`config.mk`:
```
export PLATFORM = sky130hd
export DESIGN_NAME = json_stream_tokenizer_unit
export DESIGN_NICKNAME = d
export VERILOG_FILES = /design/src/rtl/jst_pkg.sv /design/src/rtl/json_stream_tokenizer_unit.sv /design/src/rtl/jst_front.sv /design/src/rtl/jst_back.sv /design/src/rtl/jst_outq.sv
export SDC_FILE = /design/constraint.sdc
export NUM_CORES = 1
export LEC_CHECK = 0
export ABC_CLOCK_PERIOD_IN_PS = 5050
export BUFFER_PORTS_ARGS = -buffer_cell sky130_fd_sc_hd__buf_2
export CAP_MARGIN = 0
export CORE_MARGIN = 3
export CORE_UTILIZATION = 23
export DETAILED_ROUTE_END_ITERATION = 12
export PLACE_DENSITY = 0.4
export SLEW_MARGIN = 15
export SYNTH_ARGS = -nofsm -noshare
export SYNTH_HDL_FRONTEND = slang
export SYNTH_HIERARCHICAL = 1
export SYNTH_SLANG_ARGS = --single-unit
```
`constraint.sdc`:
```
create_clock -name clk -period 5.05 [get_ports clk]
set_clock_uncertainty 0.05 [all_clocks]
set_input_delay 1.01 -clock clk [delete_from_list [all_inputs] [get_ports clk]]
set_output_delay 1.01 -clock clk [all_outputs]
set_load 0.005 [all_outputs]
```
`src/rtl/jst_pkg.sv`:
```
package jst_pkg;

	localparam int MAX_NEST = 64;
	localparam int NEST_AW  = $clog2(MAX_NEST);
	localparam int DEPTH_W  = 7;

	localparam int QDEPTH = 4;
	localparam int QAW    = $clog2(QDEPTH);
	localparam int QCW    = $clog2(QDEPTH + 1);

	localparam int ODEPTH = 2;
	localparam int OAW    = $clog2(ODEPTH);
	localparam int OCW    = $clog2(ODEPTH + 1);

	localparam logic [8:0] X_OBJ_START = 9'h100;
	localparam logic [8:0] X_ARR_START = 9'h080;
	localparam logic [8:0] X_OBJ_END   = 9'h040;
	localparam logic [8:0] X_ARR_END   = 9'h020;
	localparam logic [8:0] X_KEY       = 9'h010;
	localparam logic [8:0] X_COLON     = 9'h008;
	localparam logic [8:0] X_OBJ_VAL   = 9'h004;
	localparam logic [8:0] X_ARR_VAL   = 9'h002;
	localparam logic [8:0] X_NODE      = 9'h001;

	typedef enum logic [3:0] {
		EV_NONE,
		EV_OBJ_OPEN,
		EV_OBJ_CLOSE,
		EV_ARR_OPEN,
		EV_ARR_CLOSE,
		EV_KEY_BYTE,
		EV_KEY_END,
		EV_STR_BYTE,
		EV_STR_END,
		EV_NUM_BYTE,
		EV_TRUE,
		EV_FALSE,
		EV_NULL,
		EV_COLON,
		EV_COMMA
	} event_t;

	typedef enum logic [2:0] {
		ER_OK,
		ER_UNEXP,
		ER_ESC,
		ER_CTRL,
		ER_LIT,
		ER_OVF
	} err_t;

	typedef enum logic [2:0] {
		M_STRUCT,
		M_KEY,
		M_STR,
		M_NUM,
		M_LIT,
		M_HALT
	} mode_t;

	typedef enum logic [3:0] {
		CL_WS,
		CL_LBRACE,
		CL_RBRACE,
		CL_LBRACK,
		CL_RBRACK,
		CL_COLON,
		CL_COMMA,
		CL_QUOTE,
		CL_NUM,
		CL_LIT_T,
		CL_LIT_F,
		CL_LIT_N,
		CL_ZERO,
		CL_OTHER
	} cls_t;

	typedef struct packed {
		cls_t       cls;
		logic [7:0] ch;
		logic       numr;
		logic       ctrl;
		logic       bslash;
		logic       esc_ok;
		logic [7:0] esc_ch;
	} qitem_t;

	typedef struct packed {
		logic   valid;
		qitem_t item;
	} fq_t;

	typedef struct packed {
		event_t             ev;
		logic [7:0]         ch;
		logic               nend;
		logic [DEPTH_W-1:0] depth;
		err_t               err;
		logic               done;
	} result_t;

endpackage

```
`src/rtl/json_stream_tokenizer_unit.sv`:
```
// channel  direction  handshake            payload
// input    in         push / full          byte_in
// result   out        empty / pop          event_res, byte_out, number_end, depth,
//                                          error, done_res
//
// one byte a cycle sustained while neither queue is full; a result enters the result queue as its byte is taken
// the nesting stack is a 64 x 1 memory with a registered read one level below the top
// asynchronous reset, no clearing pass; stack entries are written before they are read
// a four entry byte queue and a two entry result queue let each side stall on its own
module json_stream_tokenizer_unit (
	input  logic       clk,
	input  logic       arst_n,
	input  logic       push,
	output logic       full,
	input  logic [7:0] byte_in,
	output logic       empty,
	input  logic       pop,
	output logic [3:0] event_res,
	output logic [7:0] byte_out,
	output logic       number_end,
	output logic [6:0] depth,
	output logic [2:0] error,
	output logic       done_res
);
	import jst_pkg::*;

	fq_t     fq;
	logic    take;
	logic    out_ready;
	result_t res;
	result_t head;

	jst_front u_front (
		.clk     (clk),
		.arst_n  (arst_n),
		.push    (push),
		.full    (full),
		.byte_in (byte_in),
		.take    (take),
		.fq      (fq)
	);

	jst_back u_back (
		.clk       (clk),
		.arst_n    (arst_n),
		.fq        (fq),
		.out_ready (out_ready),
		.take      (take),
		.res       (res)
	);

	jst_outq u_outq (
		.clk    (clk),
		.arst_n (arst_n),
		.wr     (take),
		.wdata  (res),
		.ready  (out_ready),
		.pop    (pop),
		.empty  (empty),
		.rdata  (head)
	);

	assign event_res  = head.ev;
	assign byte_out   = head.ch;
	assign number_end = head.nend;
	assign depth      = head.depth;
	assign error      = head.err;
	assign done_res   = head.done;

endmodule

```
`src/rtl/jst_front.sv`:
```
module jst_front (
	input  logic          clk,
	input  logic          arst_n,
	input  logic          push,
	output logic          full,
	input  logic [7:0]    byte_in,
	input  logic          take,
	output jst_pkg::fq_t  fq
);
	import jst_pkg::*;

	qitem_t         cl;
	qitem_t         mem_q [QDEPTH];
	logic [QAW-1:0] wptr_q;
	logic [QAW-1:0] rptr_q;
	logic [QCW-1:0] cnt_q;
	logic           wr;
	logic           rd;

	always_comb begin
		cl.ch     = byte_in;
		cl.numr   = (byte_in >= 8'h2D) && (byte_in <= 8'h3A);
		cl.ctrl   = byte_in < 8'h20;
		cl.bslash = byte_in == 8'h5C;
		case (byte_in) inside
			8'h20, 8'h09, 8'h0A, 8'h0D: cl.cls = CL_WS;
			8'h7B:                      cl.cls = CL_LBRACE;
			8'h7D:                      cl.cls = CL_RBRACE;
			8'h5B:                      cl.cls = CL_LBRACK;
			8'h5D:                      cl.cls = CL_RBRACK;
			8'h3A:                      cl.cls = CL_COLON;
			8'h2C:                      cl.cls = CL_COMMA;
			8'h22:                      cl.cls = CL_QUOTE;
			8'h2D, [8'h30:8'h39]:       cl.cls = CL_NUM;
			8'h74:                      cl.cls = CL_LIT_T;
			8'h66:                      cl.cls = CL_LIT_F;
			8'h6E:                      cl.cls = CL_LIT_N;
			8'h00:                      cl.cls = CL_ZERO;
			default:                    cl.cls = CL_OTHER;
		endcase
		cl.esc_ok = 1'b1;
		case (byte_in)
			8'h22:   cl.esc_ch = 8'h22;
			8'h5C:   cl.esc_ch = 8'h5C;
			8'h62:   cl.esc_ch = 8'h08;
			8'h66:   cl.esc_ch = 8'h0C;
			8'h6E:   cl.esc_ch = 8'h0A;
			8'h72:   cl.esc_ch = 8'h0D;
			8'h74:   cl.esc_ch = 8'h09;
			default: begin
				cl.esc_ch = 8'h00;
				cl.esc_ok = 1'b0;
			end
		endcase
	end

	assign full     = cnt_q == QCW'(QDEPTH);
	assign wr       = push && !full;
	assign rd       = take && fq.valid;
	assign fq.valid = cnt_q != '0;
	assign fq.item  = mem_q[rptr_q];

	always_ff @(posedge clk) begin
		if (wr) begin
			mem_q[wptr_q] <= cl;
		end
	end

	always_ff @(posedge clk or negedge arst_n) begin
		if (!arst_n) begin
			wptr_q <= '0;
			rptr_q <= '0;
			cnt_q  <= '0;
		end else begin
			if (wr) begin
				wptr_q <= wptr_q + QAW'(1);
			end
			if (rd) begin
				rptr_q <= rptr_q + QAW'(1);
			end
			cnt_q <= cnt_q + QCW'(wr) - QCW'(rd);
		end
	end

endmodule

```
`src/rtl/jst_back.sv`:
```
module jst_back (
	input  logic             clk,
	input  logic             arst_n,
	input  jst_pkg::fq_t     fq,
	input  logic             out_ready,
	output logic             take,
	output jst_pkg::result_t res
);
	import jst_pkg::*;

	function automatic logic [2:0] lit_len(input logic [1:0] k);
		case (k)
			2'd1:    lit_len = 3'd5;
			default: lit_len = 3'd4;
		endcase
	endfunction

	function automatic logic [7:0] lit_char(input logic [1:0] k, input logic [2:0] p);
		lit_char = 8'h00;
		case (k)
			2'd0: begin
				case (p)
					3'd0:    lit_char = 8'h74;
					3'd1:    lit_char = 8'h72;
					3'd2:    lit_char = 8'h75;
					3'd3:    lit_char = 8'h65;
					default: lit_char = 8'h00;
				endcase
			end
			2'd1: begin
				case (p)
					3'd0:    lit_char = 8'h66;
					3'd1:    lit_char = 8'h61;
					3'd2:    lit_char = 8'h6C;
					3'd3:    lit_char = 8'h73;
					3'd4:    lit_char = 8'h65;
					default: lit_char = 8'h00;
				endcase
			end
			default: begin
				case (p)
					3'd0:    lit_char = 8'h6E;
					3'd1:    lit_char = 8'h75;
					3'd2:    lit_char = 8'h6C;
					3'd3:    lit_char = 8'h6C;
					default: lit_char = 8'h00;
				endcase
			end
		endcase
	endfunction

	qitem_t             it;
	logic               step;

	mode_t              mode_q;
	mode_t              mode_n;
	logic [8:0]         mask_q;
	logic [8:0]         mask_n;
	logic [DEPTH_W-1:0] depth_q;
	logic [DEPTH_W-1:0] depth_n;
	logic               top_q;
	logic               top_n;
	logic               esc_q;
	logic               esc_n;
	logic [1:0]         lkind_q;
	logic [1:0]         lkind_n;
	logic [2:0]         lpos_q;
	logic [2:0]         lpos_n;
	logic               below_q;
	logic               stk_q [MAX_NEST];

	logic               push_w;
	logic               push_obj;
	logic               st_do;
	logic               lit_last;
	logic               is_key;
	logic [1:0]         kidx;
	logic [2:0]         llen;
	logic [7:0]         lch;
	logic [8:0]         after_val;
	logic [NEST_AW-1:0] rd_addr;

	event_t             ev;
	logic [7:0]         bout;
	logic               nend;
	err_t               err;
	logic               done;

	assign it   = fq.item;
	assign step = fq.valid && out_ready;
	assign take = step;

	// datapath and result
	always_comb begin
		ev       = EV_NONE;
		bout     = 8'h00;
		nend     = 1'b0;
		err      = ER_OK;
		done     = 1'b0;
		mask_n   = mask_q;
		depth_n  = depth_q;
		top_n    = top_q;
		esc_n    = esc_q;
		lkind_n  = lkind_q;
		lpos_n   = lpos_q;
		push_w   = 1'b0;
		push_obj = 1'b0;
		st_do    = 1'b0;
		lit_last = 1'b0;
		is_key   = mode_q == M_KEY;
		kidx     = (lkind_q == 2'd3) ? 2'd2 : lkind_q;
		llen     = lit_len(kidx);
		lch      = lit_char(kidx, lpos_q);
		after_val = ((mask_q & X_OBJ_VAL) != '0) ? (X_NODE | X_OBJ_END) : (X_NODE | X_ARR_END);
		if (step) begin
			case (mode_q)
				M_KEY, M_STR: begin
					if (esc_q) begin
						esc_n = 1'b0;
						if (it.esc_ok) begin
							ev   = is_key ? EV_KEY_BYTE : EV_STR_BYTE;
							bout = it.esc_ch;
						end else begin
							err = ER_ESC;
						end
					end else if (it.ctrl) begin
						err = ER_CTRL;
					end else if (it.bslash) begin
						esc_n = 1'b1;
					end else if (it.cls == CL_QUOTE) begin
						ev = is_key ? EV_KEY_END : EV_STR_END;
					end else begin
						ev   = is_key ? EV_KEY_BYTE : EV_STR_BYTE;
						bout = it.ch;
					end
				end
				M_LIT: begin
					if (lpos_q >= llen || it.ch != lch) begin
						err = ER_LIT;
					end else if (lpos_q + 3'd1 == llen) begin
						lit_last = 1'b1;
						lpos_n   = 3'd0;
						case (kidx)
							2'd0:    ev = EV_TRUE;
							2'd1:    ev = EV_FALSE;
							default: ev = EV_NULL;
						endcase
					end else begin
						lpos_n = lpos_q + 3'd1;
					end
				end
				M_NUM: begin
					if (it.numr) begin
						ev   = EV_NUM_BYTE;
						bout = it.ch;
					end else begin
						nend  = 1'b1;
						st_do = 1'b1;
					end
				end
				M_HALT: begin
				end
				default: st_do = 1'b1;
			endcase

			if (st_do) begin
				case (it.cls)
					CL_WS: begin
					end
					CL_LBRACE, CL_LBRACK: begin
						push_obj = it.cls == CL_LBRACE;
						if ((mask_q & (push_obj ? X_OBJ_START : X_ARR_START)) == '0) begin
							err = ER_UNEXP;
						end else if (depth_q >= DEPTH_W'(MAX_NEST)) begin
							err = ER_OVF;
						end else begin
							push_w  = 1'b1;
							top_n   = push_obj;
							depth_n = depth_q + DEPTH_W'(1);
							mask_n  = push_obj ? (X_OBJ_END | X_KEY)
								: (X_ARR_END | X_ARR_VAL | X_OBJ_START | X_ARR_START);
							ev      = push_obj ? EV_OBJ_OPEN : EV_ARR_OPEN;
						end
					end
					CL_RBRACE, CL_RBRACK: begin
						if ((mask_q & ((it.cls == CL_RBRACE) ? X_OBJ_END : X_ARR_END)) == '0
							|| depth_q == '0) begin
							err = ER_UNEXP;
						end else begin
							depth_n = depth_q - DEPTH_W'(1);
							top_n   = below_q;
							if (depth_q == DEPTH_W'(1)) begin
								mask_n = '0;
							end else begin
								mask_n = below_q ? (X_NODE | X_OBJ_END) : (X_NODE | X_ARR_END);
							end
							ev = (it.cls == CL_RBRACE) ? EV_OBJ_CLOSE : EV_ARR_CLOSE;
						end
					end
					CL_COLON: begin
						if ((mask_q & X_COLON) == '0) begin
							err = ER_UNEXP;
						end else begin
							mask_n = X_OBJ_VAL | X_OBJ_START | X_ARR_START;
							ev     = EV_COLON;
						end
					end
					CL_COMMA: begin
						if ((mask_q & X_NODE) == '0 || depth_q == '0) begin
							err = ER_UNEXP;
						end else begin
							mask_n = top_q ? X_KEY : (X_ARR_VAL | X_OBJ_START | X_ARR_START);
							ev     = EV_COMMA;
						end
					end
					CL_QUOTE: begin
						esc_n = 1'b0;
						if ((mask_q & (X_KEY | X_OBJ_VAL | X_ARR_VAL)) == '0) begin
							err = ER_UNEXP;
						end else if ((mask_q & X_KEY) != '0) begin
							mask_n = X_COLON;
						end else begin
							mask_n = after_val;
						end
					end
					CL_NUM: begin
						if ((mask_q & (X_OBJ_VAL | X_ARR_VAL)) == '0) begin
							err = ER_UNEXP;
						end else begin
							mask_n = after_val;
							ev     = EV_NUM_BYTE;
							bout   = it.ch;
						end
					end
					CL_LIT_T, CL_LIT_F, CL_LIT_N: begin
						if ((mask_q & (X_OBJ_VAL | X_ARR_VAL)) == '0) begin
							err = ER_UNEXP;
						end else begin
							mask_n = after_val;
							lpos_n = 3'd1;
							case (it.cls)
								CL_LIT_T: lkind_n = 2'd0;
								CL_LIT_F: lkind_n = 2'd1;
								default:  lkind_n = 2'd2;
							endcase
						end
					end
					CL_ZERO: begin
						if (mask_q == '0) begin
							done = 1'b1;
						end else begin
							err = ER_UNEXP;
						end
					end
					default: err = ER_UNEXP;
				endcase
			end

			if (err != ER_OK) begin
				ev   = EV_NONE;
				bout = 8'h00;
			end
		end
	end

	// next mode
	always_comb begin
		mode_n = mode_q;
		if (step) begin
			if (err != ER_OK) begin
				mode_n = M_HALT;
			end else begin
				case (mode_q)
					M_KEY, M_STR: begin
						if (!esc_q && it.cls == CL_QUOTE) begin
							mode_n = M_STRUCT;
						end
					end
					M_LIT: begin
						if (lit_last) begin
							mode_n = M_STRUCT;
						end
					end
					M_NUM, M_STRUCT: begin
						if (mode_q == M_NUM && it.numr) begin
							mode_n = M_NUM;
						end else begin
							case (it.cls)
								CL_QUOTE:                     mode_n = ((mask_q & X_KEY) != '0)
									? M_KEY : M_STR;
								CL_NUM:                       mode_n = M_NUM;
								CL_LIT_T, CL_LIT_F, CL_LIT_N: mode_n = M_LIT;
								CL_ZERO:                      mode_n = M_HALT;
								default:                      mode_n = M_STRUCT;
							endcase
						end
					end
					default: mode_n = mode_q;
				endcase
			end
		end
	end

	always_comb begin
		res.ev    = ev;
		res.ch    = bout;
		res.nend  = nend;
		res.depth = depth_n;
		res.err   = err;
		res.done  = done;
	end

	// entry below the top, read for the next depth
	assign rd_addr = NEST_AW'(depth_n - DEPTH_W'(2));

	always_ff @(posedge clk) begin
		if (push_w) begin
			stk_q[depth_q[NEST_AW-1:0]] <= push_obj;
		end
		below_q <= stk_q[rd_addr];
	end

	always_ff @(posedge clk or negedge arst_n) begin
		if (!arst_n) begin
			mode_q  <= M_STRUCT;
			mask_q  <= X_OBJ_START | X_ARR_START;
			depth_q <= '0;
			top_q   <= 1'b0;
			esc_q   <= 1'b0;
			lkind_q <= 2'd0;
			lpos_q  <= 3'd0;
		end else begin
			mode_q  <= mode_n;
			mask_q  <= mask_n;
			depth_q <= depth_n;
			top_q   <= top_n;
			esc_q   <= esc_n;
			lkind_q <= lkind_n;
			lpos_q  <= lpos_n;
		end
	end

endmodule

```
`src/rtl/jst_outq.sv`:
```
module jst_outq (
	input  logic             clk,
	input  logic             arst_n,
	input  logic             wr,
	input  jst_pkg::result_t wdata,
	output logic             ready,
	input  logic             pop,
	output logic             empty,
	output jst_pkg::result_t rdata
);
	import jst_pkg::*;

	result_t        mem_q [ODEPTH];
	logic [OAW-1:0] wptr_q;
	logic [OAW-1:0] rptr_q;
	logic [OCW-1:0] cnt_q;
	logic           rd;

	assign empty = cnt_q == '0;
	assign rd    = pop && !empty;
	assign ready = (cnt_q != OCW'(ODEPTH)) || rd;
	assign rdata = mem_q[rptr_q];

	always_ff @(posedge clk) begin
		if (wr) begin
			mem_q[wptr_q] <= wdata;
		end
	end

	always_ff @(posedge clk or negedge arst_n) begin
		if (!arst_n) begin
			wptr_q <= '0;
			rptr_q <= '0;
			cnt_q  <= '0;
		end else begin
			if (wr) begin
				wptr_q <= wptr_q + OAW'(1);
			end
			if (rd) begin
				rptr_q <= rptr_q + OAW'(1);
			end
			cnt_q <= cnt_q + OCW'(wr) - OCW'(rd);
		end
	end

endmodule

```
# --- Word level (Yosys, flattened, before mapping) ---
# Memories as Yosys holds them, arrays and structs flattened. A register that Yosys moved wholly into a read port is not among the register bits.
# Index checks and enable logic that the tools add are counted.
word_totals:
  ff_bits: 37
  elab_cells: 290
  input_bits: 12
  mem_count: 3
  latch_bits: 0
  mem_bits_ro: 0
  output_inout_bits: 26
  ram_bits: 204
classes:
  n_addsub: 12
  eq_ne: 55
  multipliers: 0
  bitwise: 3
  n_lt_le_gt_ge: 7
  mux: 147
  shift: 0
  reduce_logical: 50
  n_div: 0
mem_list:
  columns: ["memory", "depth", "word_bits", "rd", "rd_clocked_by_memory_dff", "write_ports", "line_no", "text"]
  rows:
  - ["u_front.mem_q", 4, 23, 1, 0, 1, "jst_front.sv:13", "qitem_t mem_q [QDEPTH];"]
  - ["u_back.stk_q", 64, 1, 1, 1, 1, "jst_back.sv:70", "logic stk_q [MAX_NEST];"]
  - ["u_outq.mem_q", 2, 24, 1, 0, 1, "jst_outq.sv:13", "result_t mem_q [ODEPTH];"]
op_table:
  columns: ["operator", "count"]
  rows:
  - ["$mux 4", 30]
  - ["$mux 9", 12]
  - ["$mux 8", 11]
  - ["$eq 8x7->1 const B", 10]
  - ["$mux 3", 24]
  - ["$logic_not 9->1", 7]
  - ["$mux 7", 8]
  - ["$pmux 9 s6", 1]
  - ["$pmux 7 s7", 1]
  - ["$eq 8x6->1 const B", 5]
  - ["$mux 1", 38]
  - ["$pmux 7 s5", 1]
  - ["$pmux 7 s2", 2]
  - ["$pmux 7 s4", 1]
  - ["$eq 8x4->1 const B", 3]
  - ["$pmux 3 s8", 1]
  - ["$pmux 7 s3", 1]
  - ["$eq 4x4->1 const B", 5]
  - ["$pmux 4 s5", 1]
  - ["$and 9x9->9", 2]
  - ["$eq 4x3->1 const B", 4]
  - ["$ge 8x6->1 const B", 2]
  - ["$le 8x6->1 const B", 2]
  - ["$ne 2x2->1 const B", 8]
  - ["other kinds (52)", 94]

# --- Depth between registers and ports, before layout ---
depth:
  word_depth: 17
  depth_mapped: 19
  depth_no_buf: 16

# --- Hierarchy ---
# Netlist, hierarchy kept.
by_module_without_submodules:
  columns: ["module", "cells_per_inst", "n_inst", "area_each_um2", "seq_area_each_um2"]
  rows:
  - ["jst_back", 610, 1, 5916.9, 2568.7]
  - ["jst_front", 226, 1, 3991.3, 2697.6]
  - ["jst_outq", 93, 1, 2034.5, 1541.5]

# --- Worst setup path before layout ---
# Ideal clock, no wire load.
synth_path:
  kind: "reg2reg"
  start: "reg u_front.rptr_q[0]"
  end: "mem u_back.stk_q[0], data pin"
  required_time_ns: 4.320
  path_slack_ns: -0.082
  path_stages_with_launch: 8
  t_arrival_ns: 4.402
  path_buffers: 3
  path_cell_list: "dfrtp_1 buf_2 buf_4 mux4_2 nor2b_1 o211ai_2 clkbuf_1 nor3_1"
synth_lines:
  columns: ["item", "line_no", "text"]
  rows:
  - ["start, declared", "jst_front.sv:15", "logic [QAW-1:0] rptr_q;"]
  - ["start signal, assigned", "jst_front.sv:79", "rptr_q <= rptr_q + QAW'(1);"]
  - ["end, declared", "jst_back.sv:70", null]

==> results.py <==
metrics = {
    "outcome": {
        "status": "completed",
    },
    "job": {
        "cap_violations": 0,
    },
    "placed_design": {
        "dpl_cell_area_um2": 12800,
        "portBuffers": 37,
        "place.gp.congestion": 0.786,
        "place_hpwl_um": 20000,
    },
    "logic_synthesis": {
        "async_reset_ff_share_pct": 15.5,
        "synth_edf_count": 196,
        "synthesis.nets": 963,
        "syn_avg_cell_area_um2": 12.9,
        "netlist_area_um2": 11900,
        "seq_area_frac_synth_pct": 57.0,
        "yosys_warnings": 6,
        "synth_ff_type": "edfxtp_1",
        "synthCells": 929,
        "synth_cell_types": 93,
        "synth.ff_latch_count": 233,
    },
    "worst_setup_path": {
        "cp_max_fo": 20,
        "cp-end-kind": "flop",
        "max_stage_delay_ns": 0.61,
        "startpoint_type": "flop",
        "critPathSlowestCell": "mux4_2",
        "arrival_ns": 4.82,
        "path_cells": "mux4_2 > buf_4 > or3b_1 > nor2_2 > nand2_1 > a21oi_1 > xnor2_1 > ha_1 > xnor2_2 > mux4_2 > mux2_2 > nand2_1 > o211ai_1 > o21ai_2",
        "required_ns": 5.47,
        "crit_buf_inv": 1,
        "cpLargestDelayFamily": "multiplexers",
        "path_class": "reg2reg",
    },
    "power": {
        "seqPwrFrac_pct": 38.3,
        "switching_share_pct": 34.6,
        "p_sw_uw": 2530,
        "ir_worst_vdd_v": 0.000222,
        "power_density_nw_per_um2": 535,
        "clkPwrFrac_pct": 26.7,
        "comb_power_share_pct": 35.1,
        "leakage_uw": 0.00495,
        "p_int_uw": 4790,
    },
    "grt": {
        "grt_usage_pct": 10.7,
        "grt_remaining_overflow": 0,
        "grt_pass1_vias": 7464,
        "grt_pass1_wl_um": 45900,
        "antenna_found_initial": 2,
        "grt_max_degree": 65,
    },
    "detailed_routing": {
        "via_count": 7609,
        "wl_met3_um": 1090,
        "dr.pass1.iters": 5,
        "top_layer": "met5",
        "vias_per_cell": 4.60,
        "drt.antenna.violating_nets": 0,
        "drt_iter0_markers": 533,
        "wl_met2_um": 13500,
        "drc_errors": 0,
        "wl_met1_um": 14400,
        "wire_per_inst_um": 18.0,
        "drt_wl_total_um": 29700,
    },
    "timing": {
        "rsz0062_at_grt": "no",
        "hold_viol_final": 0,
        "tns_ns": 0,
        "fmax_ghz": 0.227,
        "finalSetupViolCount": 0,
        "fin_crit_sh_pct": 87.1,
        "min_period_ns": 4.40,
        "tightest_slew_ns": 1.02,
        "slew_violations": 0,
        "max_slew_margin_pct": 31.5,
    },
    "finish": {
        "nets": 995,
        "n_antenna_cell": 0,
        "fin_area_um2": 13700,
        "layout-drive-gt1-share_pct": 19.3,
        "area_growth_pct": 14.6,
    },
    "cts": {
        "cts_buffers": 26,
        "cts_buffer_depth": 3,
        "clk_pin_slew_ns": 0.06,
        "worst_skew_pair.late_latency_ns": 0.55,
        "hold_buffers": 0,
        "htree_num_levels": 1,
        "numClockSinks": 233,
        "cts_resized": 0,
        "cts_root_buf": "clkbuf_16",
        "cts_tree": "built",
        "cts_setup_buffers": 0,
    },
    "floorplan": {
        "die_y_um": 234,
        "dieArea_um2": 54700,
        "core_area_um2": 50700,
        "initial_core_util_pct": 23.6,
        "io_pins": 38,
        "die_w_um": 234,
        "core.rowCount": 82,
    },
    "worst_hold_path": {
        "holdCritPathClass": "reg2reg",
    },
}
==> final cells by class <==
cell class	count	area, um^2
clock inverter	15	195
inverter	33	124
fill	5254	37000
clock buffer	33	687
sequential	233	6810
timing repair buffer	59	363
multi-input combinational	608	4670
tap	672	841
==> layer usage <==
metal,track usage [%],up-vias
li1,-,3561
met1,15.6,3823
met2,16.9,172
met3,1.13,51
met4,3.27,2
met5,0,-
==> registers in the layout, indices dropped and copies added (netlist names) <==
signal and flops:
u_back/below_q 1, u_back/depth_q 7, u_back/esc_q 1, u_back/lkind_q 2, u_back/lpos_q 3, u_back/mask_q 8
u_back/mode_q 3, u_back/stk_q 64, u_back/top_q 1, u_front/cnt_q 3, u_front/mem_q 84, u_front/rptr_q 2
u_front/wptr_q 2, u_outq/cnt_q 2, u_outq/mem_q 48, u_outq/rptr_q 1, u_outq/wptr_q 1
==> kinds of logic after synthesis <==
| logic type | synth area share (%) |
|---|---|
| and+or+nand+nor | 14.2 |
| muxes | 11.9 |
| xor gates and xnor gates | 1.89 |
| AOI/OAI and AO/OA | 8.55 |
| DFF | 57.0 |
| adders and majority gates | 2.37 |
| other | 0.0314 |
| buffers and inverters | 4.02 |
==> power groups by stage <==
stage / Sequential, uW / Combinational (uW) / Clock [uW]
3_5_place_dp: 2840 / 2610 / 0
5_1_grt: 2850 / 2840 / 2090
6_report: 2800 / 2570 / 1950
3_3_place_gp: 2840 / 2620 / 0
4_1_cts: 2810 / 2620 / 2030
2_1_floorplan: 2730 / 1950 / 0
==> Yosys cell counts (all sizes together) (3+ instances only) <==
| library cell | instances | area share, % |
|---|---|---|
| a211o | 3 | 0.22 |
| a211oi | 7 | 0.52 |
| a21o | 3 | 0.19 |
| a21oi | 29 | 1.2 |
| a221oi | 5 | 0.37 |
| a22oi | 11 | 0.69 |
| a31oi | 6 | 0.37 |
| a32oi | 3 | 0.22 |
| a41oi | 4 | 0.29 |
| and2 | 11 | 0.58 |
| and3 | 4 | 0.21 |
| buf | 34 | 2.3 |
| clkbuf | 21 | 0.66 |
| dfrtp | 35 | 7.3 |
| edfxtp | 196 | 49 |
| ha | 21 | 2.2 |
| inv | 33 | 1.0 |
| mux2 | 31 | 3.5 |
| mux2i | 39 | 3.3 |
| mux4 | 27 | 5.1 |
| nand2 | 54 | 1.7 |
| nand2b | 14 | 0.75 |
| nand3 | 26 | 1.2 |
| nand3b | 5 | 0.31 |
| nand4 | 12 | 0.63 |
| nand4b | 5 | 0.37 |
| nor2 | 117 | 3.7 |
| nor2b | 13 | 0.68 |
| nor3 | 18 | 1.1 |
| nor3b | 4 | 0.25 |
| nor4 | 12 | 0.75 |
| nor4b | 7 | 0.76 |
| o211ai | 5 | 0.40 |
| o21a | 4 | 0.25 |
| o21ai | 33 | 1.4 |
| o22ai | 7 | 0.37 |
| o31ai | 5 | 0.31 |
| or3 | 6 | 0.36 |
| xnor2 | 17 | 1.4 |
| xor2 | 7 | 0.51 |
==> metrics by stage <==
step / hold WS, ns / total power (uW) / util [%] / std cells / worst slack (ns)
6_report: 0.454 / 7320 / 27.0 / 1653 / 0.652
5_1_grt: 0.480 / 7780 / 27.0 / 1653 / 0.330
3_5_place_dp: 0.446 / 5460 / 25.3 / 1605 / 0.634
2_1_floorplan: 0.402 / 4680 / - / 929 / 0.741
4_1_cts: 0.458 / 7460 / 27.0 / 1653 / 0.599
3_3_place_gp: 0.442 / 5470 / 25.3 / 1605 / 0.685
==> final timing paths <==
path	startpoint	end	slack, ns	depth (start not counted)
setup / recovery	u_front/rptr_q[0]	u_back/below_q	0.65	14
hold / removal	u_front/cnt_q[2]	u_front/cnt_q[2]	0.45	1
setup reg to reg	u_front/rptr_q[0]	u_back/below_q	0.65	14
hold reg to reg	u_front/cnt_q[2]	u_front/cnt_q[2]	0.45	1
max in group asynchronous	arst_n	u_front/wptr_q[1]	3.79	1
min in group asynchronous	arst_n	u_outq/cnt_q[1]	0.55	1
==> placed cells by master, fill, tap and decap left out, types with 6 or more instances in the layout <==
cell / netlist / layout
nor4_1: 11 / 11
a22oi_1: 11 / 11
nor2_1: 116 / 116
clkbuf_1: 21 / 6
clkbuf_16: 0 / 26
xor2_1: 7 / 7
mux2_2: 12 / 12
buf_2: 10 / 37
nand2_1: 54 / 54
nand3_1: 24 / 24
nand4_1: 12 / 12
o22ai_1: 7 / 7
mux2i_1: 39 / 39
nand2b_1: 13 / 13
ha_1: 21 / 21
inv_1: 32 / 32
buf_4: 9 / 21
and2_1: 11 / 11
nor3_1: 14 / 13
mux4_2: 26 / 26
a21oi_1: 29 / 29
xnor2_1: 15 / 15
nor2b_1: 13 / 12
edfxtp_1: 196 / 196
dfrtp_1: 35 / 35
o21ai_0: 30 / 30
mux2_4: 19 / 19
Note: power is estimated with default switching activity, not from simulation.
